==> config.mk <==
export PLATFORM = sky130hd
export DESIGN_NAME = sfa_cfg
export DESIGN_NICKNAME = d
export VERILOG_FILES = /design/src/rtl/core/sfa_pkg.sv /design/src/rtl/core/sfa_cfg.sv
export SDC_FILE = /design/constraint.sdc
export NUM_CORES = 1
export LEC_CHECK = 0
export BUFFER_PORTS_ARGS = -buffer_cell sky130_fd_sc_hd__buf_2
export CAP_MARGIN = 20
export CORE_AREA = 3 3 44 46
export CTS_BUF_LIST = sky130_fd_sc_hd__clkbuf_8
export DETAILED_ROUTE_END_ITERATION = 7
export DIE_AREA = 0 0 47 49
export PLACE_DENSITY = 0.7
export SYNTH_ARGS = -nofsm -noshare
export SYNTH_HDL_FRONTEND = slang
export SYNTH_SLANG_ARGS = --single-unit
==> constraint.sdc <==
create_clock -name clk -period 1.28 [get_ports clk]
set_clock_uncertainty 0.05 [all_clocks]
set_input_delay 0.128 -clock clk [delete_from_list [all_inputs] [get_ports clk]]
set_output_delay 0.128 -clock clk [all_outputs]
set_load 0.005 [all_outputs]
==> src/rtl/core/sfa_pkg.sv <==
// Shared constants, codes and header type for the second-fit block allocator.
package sfa_pkg;

  localparam int ARENA_BYTES  = 4096;
  localparam int HEADER_BYTES = 16;
  localparam int OFF_W  = $clog2(ARENA_BYTES);
  localparam int SIZE_W = OFF_W + 1;
  localparam int LEN_W  = OFF_W;

  localparam logic [SIZE_W-1:0] ARENA_MAX = SIZE_W'(ARENA_BYTES);
  localparam logic [SIZE_W-1:0] ARENA_MIN = SIZE_W'(HEADER_BYTES + 1);
  localparam logic [SIZE_W-1:0] HDR_SZ    = SIZE_W'(HEADER_BYTES);

  localparam logic [1:0] FUNC_ALLOC = 2'd0;
  localparam logic [1:0] FUNC_FREE  = 2'd1;
  localparam logic [1:0] FUNC_LEAK  = 2'd2;

  localparam logic [1:0] ST_DONE    = 2'd0;
  localparam logic [1:0] ST_FAILED  = 2'd1;
  localparam logic [1:0] ST_IGNORED = 2'd2;

  // One block header: in-use bit and payload length.
  typedef struct packed {
    logic             used;
    logic [LEN_W-1:0] len;
  } hdr_t;

endpackage

==> src/rtl/core/sfa_cfg.sv <==
// Arena size register with range clamp on write.
module sfa_cfg (
  input  logic                      clk,
  input  logic                      rst_n,
  input  logic                      wr,
  input  logic [sfa_pkg::SIZE_W-1:0] wr_data,
  output logic [sfa_pkg::SIZE_W-1:0] arena_size
);
  import sfa_pkg::*;

  logic [SIZE_W-1:0] arena_size_r;
  logic [SIZE_W-1:0] arena_size_nxt;

  // Clamp the written word to one header plus one byte up to the full arena.
  always_comb begin
    arena_size_nxt = arena_size_r;
    if (wr) begin
      if (wr_data > ARENA_MAX) begin
        arena_size_nxt = ARENA_MAX;
      end else if (wr_data < ARENA_MIN) begin
        arena_size_nxt = ARENA_MIN;
      end else begin
        arena_size_nxt = wr_data;
      end
    end
  end

  always_ff @(posedge clk) begin
    if (!rst_n) begin
      arena_size_r <= ARENA_MAX;
    end else begin
      arena_size_r <= arena_size_nxt;
    end
  end

  assign arena_size = arena_size_r;

endmodule
Yosys cells after proc, flatten, opt, wreduce, memory -nomap -nowiden

Cells that the tools add are included.

Register bits after elaboration: 13
Input port bits: 16
Output and inout bits: 13

Magnitude comparators: 2
Multiplexer cells: 2

Operators by type and width:

| cell                 | number |
|---|---|
| $mux 13              | 2 |
| $gt 13x13->1 const B | 1 |
| $lt 13x5->1 const B  | 1 |

Longest topological paths before layout

Depth in word-level cells: 3
Mapped depth: 4
Mapped depth without buffers: 3

Worst setup path after synthesis

Ideal clock, no wire load.

Path kind: input to register
Start point: in wr_data[3] in the netlist's numbering
End point: reg arena_size_r[1], in the netlist arena_size[1]
Library setup time: 0.117 ns
Arrival time: 0.888 ns
Required time: 1.113 ns
Setup slack: 0.225 ns
Cell stages on the path: 3
Buffers on the path: 0
Cell sequence: o41ai_2 nand3_1 a32o_2

Longest elaborated chain between the ends: 3

RTL lines:

| element                | line          | source |
|---|---|---|
| start: declaration     | sfa_cfg.sv:6  | `input logic [sfa_pkg::SIZE_W-1:0] wr_data,` |
| $lt 13x5->1            | sfa_cfg.sv:20 | `end else if (wr_data < ARENA_MIN) begin` |
| $mux 13                | sfa_cfg.sv:20 |  |
| $mux 13 *              | sfa_cfg.sv:18 | `if (wr_data > ARENA_MAX) begin` |
| end signal: assignment | sfa_cfg.sv:32 | `arena_size_r <= arena_size_nxt;` |
| end: declaration       | sfa_cfg.sv:11 | `logic [SIZE_W-1:0] arena_size_r;` |

Mark *: on every way between the ends. The rest lies on a longest branch, timed or not.
A chain may end at the register's enable or synchronous reset.

Worst setup path in the final report

Ends and elaborated chain as after synthesis.

==> impl_results.md <==
- Run status: finished clean
- Layout-stage area growth over the synthesis result: 39.6%
- Post-synthesis register bit count: 13
- Number of instances in the synthesized netlist: 47
- Static leakage power: 0.378 nW
- Sort of element at the start of the critical path: input port
- Antenna violations before repair: 0
- Core occupancy in the finished layout: 48.6%
- Via count: 512
- Wire length of the first global-routing pass: 2210 um
- Core Rows: 14
- CTS tree: built
- Post-CTS Setup Repair Bufs: 0
- Remaining design rule violation count: 0
- Total Wirelength: 1360 um
- RD Place Congestion: 0.860
- CP endpoint kind: flop
- Initial Util: 34.8%
- Max IR drop VDD: 0.571 mV
- Iter 0 DRT Violations: 16
- Most used cells in the layout excluding fill and tap cells: sky130_fd_sc_hd__buf_2, sky130_fd_sc_hd__dfxtp_1, sky130_fd_sc_hd__a32o_1
- Setup repair after global routing missed its margin: false
- Number of port buffers: 28
- Layout cells sized above 1: 50.0%
- Residual overflow from global routing: 0
- Core region area: 0.00154 mm2
- Flip-flop count of the largest register after layout: 13
- Data arrival time at the worst-slack endpoint: 1.12 ns
- Most common cell after layout, fill and taps aside: sky130_fd_sc_hd__buf_2
- Synth warn: 0
- CTS Hold Bufs: 0
- Total nets after synthesis: 63
- Total routing usage reported by global routing: 12.9%
- Headroom to the max-slew limit: 78.2%
- Y dimension of the die: 49 um
- Fin. Hold Viols: 0
- Clock Root Buffer: sky130_fd_sc_hd__clkbuf_8
- Max Clock Freq: 969 MHz
- Type of the worst min-delay path: input port to flop
- # IOs: 29
- Number of sinks handled by clock tree synthesis: 13
- Largest fanout on the critical path: 3
- Number of routed nets with antenna violations: 0
- Post_cts resized: 0
- # H-tree levels: 1
- Max-cap viol count: 0
- Clock transition at the register clock pins on the worst setup and hold paths after CTS: 0.05 ns
- Average wire per cell in the routed design: 14.1 um
- PnR worst setup slack: 0.248 ns
- Required time worst endpoint: 1.37 ns
- Minimum setup slack after placement: 0.0234 ns
- Setup CP Type: input port to flop
- Clk_lat worst skew: 0.24 ns
- Number of CTS-inserted buffers: 3
- Clock tree buffer depth: 2
- Antenna diode instance count: 0
- Die Area: 0.00230 mm2
- PwrDens: 1200 mW/mm2
- TritonRoute pass-1 iters: 4
- Syn avg cell area: 11.4 um2
- Transition time of the tightest slew-check pin: 0.324 ns
- Number of setup violations in the final report: 0
- Setup total negative slack: 0 ns
- DIE WIDTH: 47 um
- Portion of the post-synthesis area used by sequential elements: 48.5%
- Detailed placement HPWL: 1050 um
- Net count of the finished layout: 97
- Area of the mapped netlist: 537 um2
- Maximum number of pins on one net before global-route repair: 10
- Share of the cycle needed by the critical path after routing: 80.6%
- Via count normalized by instance count: 5.33
- Number of max-slew violations in the final report: 0
- Number of different library cells in the post-synthesis netlist: 21
- Shortest period the worst path allows: 1.03 ns
- Via count of the first global-routing pass: 513
cell families (layout without fill, tap and decap cells):
| logic type | count (synthesis) | after routing | share of synthesized area (%) |
|---|---|---|---|
| DFF | 13 | 13 | 48.5 |
| muxes | 1 | 1 | 1.86 |
| and+or+nand+nor | 13 | 13 | 18.0 |
| buffers and inverters | 4 | 37 | 4.20 |
| AOI/OAI and AO/OA | 16 | 16 | 27.5 |
synthesized netlist by cell type:
library cell               count  area (um2)
sky130_fd_sc_hd__o21ai_0       2        10.0
sky130_fd_sc_hd__and2_1        3        18.8
sky130_fd_sc_hd__nor2b_2       1        8.76
sky130_fd_sc_hd__nand2_1       3        11.3
sky130_fd_sc_hd__buf_4         2        15.0
sky130_fd_sc_hd__nor4_4        1        21.3
sky130_fd_sc_hd__dfxtp_1      13         260
sky130_fd_sc_hd__a21oi_1       1        5.00
sky130_fd_sc_hd__a32o_2        1        11.3
sky130_fd_sc_hd__nor3_2        1        10.0
sky130_fd_sc_hd__and2_2        1        7.51
sky130_fd_sc_hd__a32o_1        6        60.1
sky130_fd_sc_hd__nand3b_1      1        7.51
sky130_fd_sc_hd__a41o_1        3        30.0
sky130_fd_sc_hd__o41ai_2       1        16.3
sky130_fd_sc_hd__a22o_1        1        8.76
sky130_fd_sc_hd__nor4_1        1        6.26
sky130_fd_sc_hd__inv_1         2        7.51
sky130_fd_sc_hd__a31oi_1       1        6.26
sky130_fd_sc_hd__nand3_1       1        5.00
sky130_fd_sc_hd__mux2i_1       1        10.0
path summary, 6_finish.rpt:
kind / cells after the start / end / slack (ns) / from
setup / recovery: 4 / arena_size[1] / 0.25 / wr_data[3]
hold / removal: 2 / arena_size[12] / 0.03 / rst_n
setup reg to reg: 2 / arena_size[2] / 0.47 / arena_size[2]
hold reg to reg: 2 / arena_size[4] / 0.40 / arena_size[4]
layout make-up:
class                      count  area (um2)
fill                         155         792
inverter                       2        7.51
timing repair buffer          31         163
clock buffer                   3        41.3
sequential                    13         260
clock inverter                 1        3.75
tap                           16        20.0
multi-input combinational     30         254
worst max-delay path: stages:
cell	delay, ns
sky130_fd_sc_hd__buf_2	0.12
sky130_fd_sc_hd__o41ai_2	0.40
sky130_fd_sc_hd__nand3_1	0.18
sky130_fd_sc_hd__a32o_2	0.29
metal layers:
| metal | up-vias | share of wire (%) | track usage (%) |
|---|---|---|---|
| met5 | - | 0 | 0 |
| met4 | 0 | 2.1 | 5.53 |
| met3 | 4 | 9.1 | 3.32 |
| met2 | 27 | 48 | 19.9 |
| met1 | 230 | 40 | 16.4 |
| li1 | 251 | - | - |
through the flow:
stage	cell area [um2]	cells	total power, mW	hold WS [ns]
after global routing	749	96	0.930	0.0319
after floorplan	537	47	0.485	0.140
final	749	96	0.898	0.0274
after CTS	749	96	0.908	0.0266
after detailed placement	704	92	0.551	0.281
after global placement	704	92	0.548	0.271
power by group:
group | total, mW | leakage (nW) | switching, mW | internal, mW
combinational | 0.113 | 0.245 | 0.0575 | 0.0553
clock | 0.355 | 0.0269 | 0.143 | 0.212
sequential | 0.430 | 0.106 | 0.00788 | 0.422
(Power assumes the default switching activity.)
